===== config.mk =====
export PLATFORM = sky130hd
export DESIGN_NAME = fit_policy_partition_allocator_core
export DESIGN_NICKNAME = d
export VERILOG_FILES = /design/src/design/fpa_pkg.sv /design/src/design/fpa_ram.sv /design/src/design/fit_policy_partition_allocator_core.sv
export SDC_FILE = /design/constraint.sdc
export NUM_CORES = 1
export LEC_CHECK = 0
export ABC_AREA = 0
export BUFFER_PORTS_ARGS = -buffer_cell sky130_fd_sc_hd__buf_2
export CELL_PAD_IN_SITES_DETAIL_PLACEMENT = 0
export CELL_PAD_IN_SITES_GLOBAL_PLACEMENT = 2
export CORE_MARGIN = 5
export CORE_UTILIZATION = 51
export DETAILED_ROUTE_END_ITERATION = 16
export PLACE_DENSITY_LB_ADDON = 0.3
export REMOVE_ABC_BUFFERS = 1
export SLEW_MARGIN = 25
export SYNTH_ARGS = -nofsm -noshare
export SYNTH_HDL_FRONTEND = slang
export SYNTH_SLANG_ARGS = --single-unit

===== constraint.sdc =====
create_clock -name clk -period 9.7 [get_ports clk]
set_input_delay 2.425 -clock clk [delete_from_list [all_inputs] [get_ports clk]]
set_output_delay 2.425 -clock clk [all_outputs]
set_load 0.01 [all_outputs]

===== src/design/fpa_pkg.sv =====
// Shared sizes, widths and codes for the fit-policy partition allocator.
package fpa_pkg;

  // Table geometry
  localparam int NUM_BLOCKS = 16;
  localparam int SIZE_BITS  = 16;

  // Port field widths
  localparam int SLOT_W   = 4;
  localparam int AMOUNT_W = 16;
  localparam int POLICY_W = 2;
  localparam int BLK_W    = 5;
  localparam int CFG_W    = 5;
  localparam int CFG_IDX_W = 1;

  // Derived widths
  localparam int IDX_BITS = (NUM_BLOCKS > 1) ? $clog2(NUM_BLOCKS) : 1;
  localparam int CNT_BITS = $clog2(NUM_BLOCKS + 1);
  localparam int CMP_BITS = (SIZE_BITS > AMOUNT_W) ? SIZE_BITS : AMOUNT_W;
  localparam int LIM_W    = (CNT_BITS > BLK_W) ? CNT_BITS : BLK_W;
  localparam int SLT_W    = (CNT_BITS > SLOT_W) ? CNT_BITS : SLOT_W;

  // Command codes
  localparam logic CMD_LOAD    = 1'b0;
  localparam logic CMD_REQUEST = 1'b1;

  // Placement policy codes (the unused code acts as first fit)
  localparam logic [POLICY_W-1:0] POL_FIRST = 2'd0;
  localparam logic [POLICY_W-1:0] POL_BEST  = 2'd1;
  localparam logic [POLICY_W-1:0] POL_WORST = 2'd2;

  // Configuration register indexes
  localparam logic [CFG_IDX_W-1:0] REG_POLICY        = 1'd0;
  localparam logic [CFG_IDX_W-1:0] REG_BLOCKS_IN_USE = 1'd1;

endpackage


===== src/design/fpa_ram.sv =====
// Generic simple dual-port RAM with one write port and a registered read port.
module fpa_ram #(
  parameter int WIDTH = 16,
  parameter int DEPTH = 16
) (
  input  logic                                   clk,
  input  logic                                   we,
  input  logic [(DEPTH > 1 ? $clog2(DEPTH) : 1)-1:0] waddr,
  input  logic [WIDTH-1:0]                       wdata,
  input  logic                                   re,
  input  logic [(DEPTH > 1 ? $clog2(DEPTH) : 1)-1:0] raddr,
  output logic [WIDTH-1:0]                       rdata
);

  logic [WIDTH-1:0] mem [DEPTH];

  // Write port and registered read
  always_ff @(posedge clk) begin
    if (we) begin
      mem[waddr] <= wdata;
    end
    if (re) begin
      rdata <= mem[raddr];
    end
  end

endmodule


===== src/design/fit_policy_partition_allocator_core.sv =====
// Fit-policy partition allocator: free-size table in RAM with a scan sequencer.
//
// Input channel (valid/stall): command, block_slot, amount. A load word writes
// the free size of one partition into the table and produces no result. A
// request word scans partitions 0 .. limit-1 (limit is blocks_in_use saturated
// to the table depth) one per cycle through the table RAM's read port, picks a
// partition by the policy register, writes the reduced size back if one fits
// and delivers one result word (granted, chosen_block, left_over). After a
// request is taken, in_stall stays high while the sequencer issues one read per
// entry, waits for the last read to return, sees the scan drained and does the
// write-back; this is set by the single read port of the table RAM.
// The input is stalled while a request is in progress; loads follow back to back.
// The result sits in an output register; the next word is accepted while it
// waits. If the receiver stalls and a second result is ready, the block holds
// it in the write-back step until the output register frees.
// Reset clears the control state and the configuration registers (policy first
// fit, blocks_in_use 16); table entries are undefined until loaded, no clearing
// pass. The user must write configuration through cfg_write/cfg_index/cfg_data
// only while idle; the block itself does not enforce this.
module fit_policy_partition_allocator_core
  import fpa_pkg::*;
(
  input  logic                 clk,
  input  logic                 rst,
  // configuration
  input  logic                 cfg_write,
  input  logic [CFG_IDX_W-1:0] cfg_index,
  input  logic [CFG_W-1:0]     cfg_data,
  // input words
  input  logic                 in_valid,
  output logic                 in_stall,
  input  logic                 command,
  input  logic [SLOT_W-1:0]    block_slot,
  input  logic [AMOUNT_W-1:0]  amount,
  // result words
  output logic                 out_valid,
  input  logic                 out_stall,
  output logic                 granted,
  output logic [SLOT_W-1:0]    chosen_block,
  output logic [AMOUNT_W-1:0]  left_over
);

  typedef enum logic [2:0] {
    ST_IDLE = 3'b001,
    ST_SCAN = 3'b010,
    ST_DONE = 3'b100
  } state_t;

  state_t state, state_next;

  logic [POLICY_W-1:0] policy;
  logic [BLK_W-1:0]    blocks_in_use;

  logic [AMOUNT_W-1:0] req_amount;
  logic [CNT_BITS-1:0] issue_idx;
  logic                pending;
  logic [IDX_BITS-1:0] pend_idx;
  logic                found;
  logic [IDX_BITS-1:0] pick;
  logic [SIZE_BITS-1:0] pick_val;

  logic [CNT_BITS-1:0] limit;
  logic                in_acc;
  logic                out_free;
  logic                issue;
  logic                slot_ok;
  logic                fits;
  logic                better;
  logic [CMP_BITS-1:0] rd_ext;
  logic [CMP_BITS-1:0] amt_ext;
  logic [CMP_BITS-1:0] remain;

  // RAM ports
  logic                 ram_we;
  logic [IDX_BITS-1:0]  ram_waddr;
  logic [SIZE_BITS-1:0] ram_wdata;
  logic [SIZE_BITS-1:0] ram_rdata;

  // Searched partition count, saturated to the table depth
  assign limit = (LIM_W'(blocks_in_use) > LIM_W'(NUM_BLOCKS)) ?
                 CNT_BITS'(NUM_BLOCKS) : CNT_BITS'(blocks_in_use);

  assign in_stall = (state != ST_IDLE);
  assign in_acc   = in_valid && !in_stall;
  assign out_free = !out_valid || !out_stall;
  assign issue    = (state == ST_SCAN) && (issue_idx < limit);
  assign slot_ok  = SLT_W'(block_slot) < SLT_W'(NUM_BLOCKS);

  // Compare stage on returned table data
  assign rd_ext  = CMP_BITS'(ram_rdata);
  assign amt_ext = CMP_BITS'(req_amount);
  assign fits    = rd_ext >= amt_ext;
  always_comb begin
    case (policy)
      POL_BEST:  better = ram_rdata < pick_val;
      POL_WORST: better = ram_rdata > pick_val;
      default:   better = 1'b0;
    endcase
  end
  assign remain = CMP_BITS'(pick_val) - amt_ext;

  // Table write: loads at accept, chosen entry at write-back
  always_comb begin
    ram_we    = 1'b0;
    ram_waddr = IDX_BITS'(block_slot);
    ram_wdata = SIZE_BITS'(amount);
    if (state == ST_DONE) begin
      ram_we    = found && out_free;
      ram_waddr = pick;
      ram_wdata = SIZE_BITS'(remain);
    end else if (in_acc && command == CMD_LOAD) begin
      ram_we = slot_ok;
    end
  end

  fpa_ram #(
    .WIDTH (SIZE_BITS),
    .DEPTH (NUM_BLOCKS)
  ) u_table (
    .clk   (clk),
    .we    (ram_we),
    .waddr (ram_waddr),
    .wdata (ram_wdata),
    .re    (issue),
    .raddr (issue_idx[IDX_BITS-1:0]),
    .rdata (ram_rdata)
  );

  // Sequencer
  always_comb begin
    state_next = state;
    case (state)
      ST_IDLE: begin
        if (in_acc && command == CMD_REQUEST) state_next = ST_SCAN;
      end
      ST_SCAN: begin
        if (!issue && !pending) state_next = ST_DONE;
      end
      ST_DONE: begin
        if (out_free) state_next = ST_IDLE;
      end
      default: state_next = ST_IDLE;
    endcase
  end

  // Configuration registers
  always_ff @(posedge clk) begin
    if (rst) begin
      policy        <= POL_FIRST;
      blocks_in_use <= BLK_W'(NUM_BLOCKS > 16 ? 16 : 16);
    end else if (cfg_write) begin
      case (cfg_index)
        REG_POLICY:        policy        <= cfg_data[POLICY_W-1:0];
        REG_BLOCKS_IN_USE: blocks_in_use <= cfg_data[BLK_W-1:0];
        default: ;
      endcase
    end
  end

  // Control state
  always_ff @(posedge clk) begin
    if (rst) begin
      state   <= ST_IDLE;
      pending <= 1'b0;
      found   <= 1'b0;
      out_valid <= 1'b0;
    end else begin
      state   <= state_next;
      pending <= issue;
      if (state == ST_IDLE) begin
        found <= 1'b0;
      end else if (state == ST_SCAN && pending && fits && (!found || better)) begin
        found <= 1'b1;
      end
      if (state == ST_DONE && out_free) begin
        out_valid <= 1'b1;
      end else if (!out_stall) begin
        out_valid <= 1'b0;
      end
    end
  end

  // Scan datapath
  always_ff @(posedge clk) begin
    if (state == ST_IDLE) begin
      issue_idx  <= '0;
      req_amount <= amount;
    end else if (issue) begin
      issue_idx <= issue_idx + 1'b1;
    end
    pend_idx <= issue_idx[IDX_BITS-1:0];
    if (state == ST_SCAN && pending && fits && (!found || better)) begin
      pick     <= pend_idx;
      pick_val <= ram_rdata;
    end
  end

  // Result register
  always_ff @(posedge clk) begin
    if (state == ST_DONE && out_free) begin
      granted      <= found;
      chosen_block <= found ? SLOT_W'(pick) : '0;
      left_over    <= found ? AMOUNT_W'(remain) : '0;
    end
  end

  // Assertions
  a_no_grant_zero: assert property (@(posedge clk) disable iff (rst)
    out_valid && !granted |-> chosen_block == '0 && left_over == '0)
    else $error("ungranted result carries nonzero fields");

  a_issue_bound: assert property (@(posedge clk) disable iff (rst)
    state == ST_SCAN |-> issue_idx <= limit)
    else $error("scan ran past the searched range");

  a_pick_in_range: assert property (@(posedge clk) disable iff (rst)
    state == ST_DONE && found |-> CNT_BITS'(pick) < limit)
    else $error("chosen partition outside the searched range");

  a_result_from_done: assert property (@(posedge clk) disable iff (rst)
    $rose(out_valid) |-> $past(state) == ST_DONE)
    else $error("result appeared without a finished request");

endmodule

==> results.py <==
metrics = {
    "sta": {
        "setup-violations-final": 0,
        "setup_ws_ps": 5690,
        "slew_headroom_pct": 34.8,
        "rsz0062_at_grt": "false",
        "worst_slew_pin_slew_ps": 978,
        "finalHoldViolations": 0,
        "fin_skew_ps": 13.2,
        "timing.setup.tns_ps": 0,
        "final.min_clock_period_ps": 4010,
        "period_share_pct": 41.4,
        "drv_slew": 0,
        "hold_ws_ps": 405,
        "fmax_ghz": 0.249,
    },
    "cts": {
        "cts_resized": 0,
        "clock_latency_ps": 530,
        "cts_root_buf": "clkbuf_16",
        "path_clk_slew_ps": 60,
        "tritoncts": "built",
        "post_cts_buffers": 0,
        "cts_buffers": 38,
        "clk_path_buf_depth": 3,
        "cts-hold-fix-buffers": 0,
        "cts_max_level": 2,
        "clock-sinks": 351,
    },
    "synthesis": {
        "ys.flop_type": "edfxtp_1",
        "syn_inst": 862,
        "ys_seq_area_share_pct": 69.7,
        "ys_ff_latch": 351,
        "yosysWarnings": 0,
        "avgSynthCellArea_um2": 17.2,
        "yosysUniqueCellTypes": 58,
        "synth_edf_count": 329,
        "async_flop_share_pct": 0,
        "synth_area_mm2": 0.0148,
    },
    "critical_path": {
        "rr_startpoint": "amt_ext[0]",
        "path_depth": 2,
        "cpPeakStageDelay_ps": 510,
        "critical_path_class": "reg -> out",
        "arrival_ps": 1590,
        "reg2reg_slack_ps": 6420,
        "cp.required_ps": 7280,
        "crit_start": "state[0]",
        "cp_top_family": "simple AND/OR/NAND/NOR gates",
        "slowest_stage": "or3b_2",
        "r2r_cells": 8,
        "cp_max_fo": 5,
        "path_cells": "or3b_2 -> buf_2",
        "cp-end-kind": "output port",
        "timing.rr.end": "u_table.mem[3][14]",
        "crit_end": "in_stall",
        "worst_setup_path_start_kind": "register",
        "critPathBufInv": 1,
    },
    "layout": {
        "antenna_cells": 0,
        "layout-drive-gt1-share_pct": 24.4,
        "nets": 1052,
        "fill_cells": 2166,
        "fin_area_mm2": 0.0169,
        "multi_input_area_mm2": 0.00420,
        "register_area_mm2": 0.0103,
        "syn_to_final_growth_pct": 14.3,
    },
    "hold_path": {
        "hp-class": "reg -> reg",
    },
    "power_and_ir_drop": {
        "p_int_uw": 2540,
        "p_per_area_mw_per_mm2": 190,
        "p_sw_share_pct": 20.8,
        "power_frac_seq_pct": 52.2,
        "p_leak_uw": 0.00581,
        "pwr-share-comb_pct": 4.0,
        "clkPwrFrac_pct": 43.8,
        "ir_drop_mv": 0.188,
        "power.switching_uw": 668,
    },
    "global_route": {
        "grtUsageTotal_pct": 20.1,
        "antenna_found_initial": 0,
        "overflow": 0,
        "grt_first_pass_wirelength_mm": 49.4,
        "grt_max_degree": 69,
        "grt_pass1_vias": 8095,
    },
    "status": {
        "outcome": "complete, no violations",
    },
    "drt": {
        "post_drt_via_cell_ratio": 5.77,
        "initialDrtViolationCount": 711,
        "drt_first_pass_iters": 5,
        "top_layer": "met4",
        "wl_met3_mm": 2.25,
        "drt-total-wl_mm": 33.0,
        "wl_per_cell_um": 24.0,
        "drcViolationCount": 0,
        "num_vias": 7951,
        "m1WireLength_mm": 13.8,
        "routed-wl-met2_mm": 16.2,
        "drtAntennaViolNets": 0,
    },
    "die": {
        "die_h_um": 180,
        "die_x_um": 180,
        "die-area_mm2": 0.0326,
        "core_mm2": 0.0287,
        "num_io_pins": 55,
        "initial_core_util_pct": 51.6,
        "row_count": 62,
    },
    "placement": {
        "post-place-ws_ps": 5230,
        "gp_congestion": 0.869,
        "numPortBuffers": 54,
        "dp_hpwl_mm": 22.5,
        "dpl_cell_area_mm2": 0.0157,
    },
    "flow_run": {
        "max_cap_viol_count": 0,
    },
}
power by group through the flow:
stage,Sequential [uW],Combinational (uW),Clock [uW]
6_report,1670,130,1410
5_1_grt,1670,143,1500
4_1_cts,1670,130,1430
3_5_place_dp,1710,130,0
3_3_place_gp,1710,126,0
2_1_floorplan,1700,75.6,0
placed cells by master (no fill, tap or decap), types with 5 or more instances in the layout:
master / synthesis / final
edfxtp_1: 329 / 329
mux4_2: 80 / 80
ha_1: 54 / 54
buf_2: 4 / 54
nor2_1: 52 / 51
nand2_1: 51 / 51
inv_1: 41 / 41
clkbuf_16: 0 / 38
buf_4: 1 / 36
a21oi_1: 36 / 35
o21ai_0: 33 / 31
dfxtp_1: 22 / 19
nand3_1: 15 / 15
clkinv_1: 2 / 10
nor3_1: 9 / 9
a31oi_1: 9 / 9
and2_1: 8 / 8
clkinv_2: 0 / 8
nand4_1: 7 / 7
xnor2_1: 6 / 6
xor2_1: 6 / 6
nor3b_1: 6 / 6
a211oi_1: 5 / 5
a21o_1: 5 / 5
nand2b_1: 5 / 5
clkbuf_1: 16 / 5
area by class of cell:
class | instances | area share [%]
multi-input combinational | 441 | 24.8
clock inverter | 25 | 1.48
clock buffer | 43 | 5.73
tap | 384 | 2.84
sequential | 351 | 61.0
timing repair buffer | 90 | 3.19
inverter | 43 | 0.953
worst min-delay path by stage:
| stage | startpoint | endpoint | slack, ps | cells past startpoint |
|---|---|---|---|---|
| after floorplan | pend_idx[0] | pick[0] | 390 | 0 |
| after global routing | pend_idx[0] | pick[0] | 420 | 0 |
| after CTS | pend_idx[0] | pick[0] | 410 | 0 |
| after detailed placement | pend_idx[0] | pick[0] | 390 | 0 |
| final | pend_idx[3] | pick[3] | 410 | 0 |
| after global placement | pend_idx[3] | pick[3] | 390 | 0 |
per-stage QoR:
step           utilization [%]  cells  power, uW
2_1_floorplan                -    835       1780
3_3_place_gp              54.7   1309       1830
3_5_place_dp              54.7   1309       1840
4_1_cts                   59.0   1377       3240
5_1_grt                   59.0   1377       3310
6_report                  59.0   1377       3210
registers in the layout, indices dropped and copies added (netlist names), 2 cells and up:
name	count
amt_ext	16
blocks_in_use	5
chosen_block	4
issue_idx	5
left_over	16
pend_idx	4
pick	4
pick_val	16
policy	2
state	3
u_table.mem	256
u_table.rdata	16
synth_stat cells (8+ instances only):
cell	number	area share [%]
edfxtp_1	329	67
nand2_1	51	1.3
clkbuf_1	16	0.41
and2_1	8	0.34
nand3_1	15	0.51
nor3_1	9	0.30
inv_1	41	1.0
o21ai_0	33	1.1
a31oi_1	9	0.38
mux4_2	80	12
ha_1	54	4.6
nor2_1	52	1.3
dfxtp_1	22	3.0
a21oi_1	36	1.2
per-layer routing:
metal	vias up	track usage, %
li1	3633	-
met5	-	0
met4	0	5.23
met3	53	3.61
met2	260	33.4
met1	4005	27.9
kinds of logic after synthesis:
group / synth area share, %
buffers and inverters: 2.04
AOI/OAI and AO/OA: 4.69
muxes: 12.4
xor gates and xnor gates: 0.710
and+or+nand+nor: 5.76
adders and majority gates: 4.70
DFF: 69.7
(Power assumes the default switching activity.)
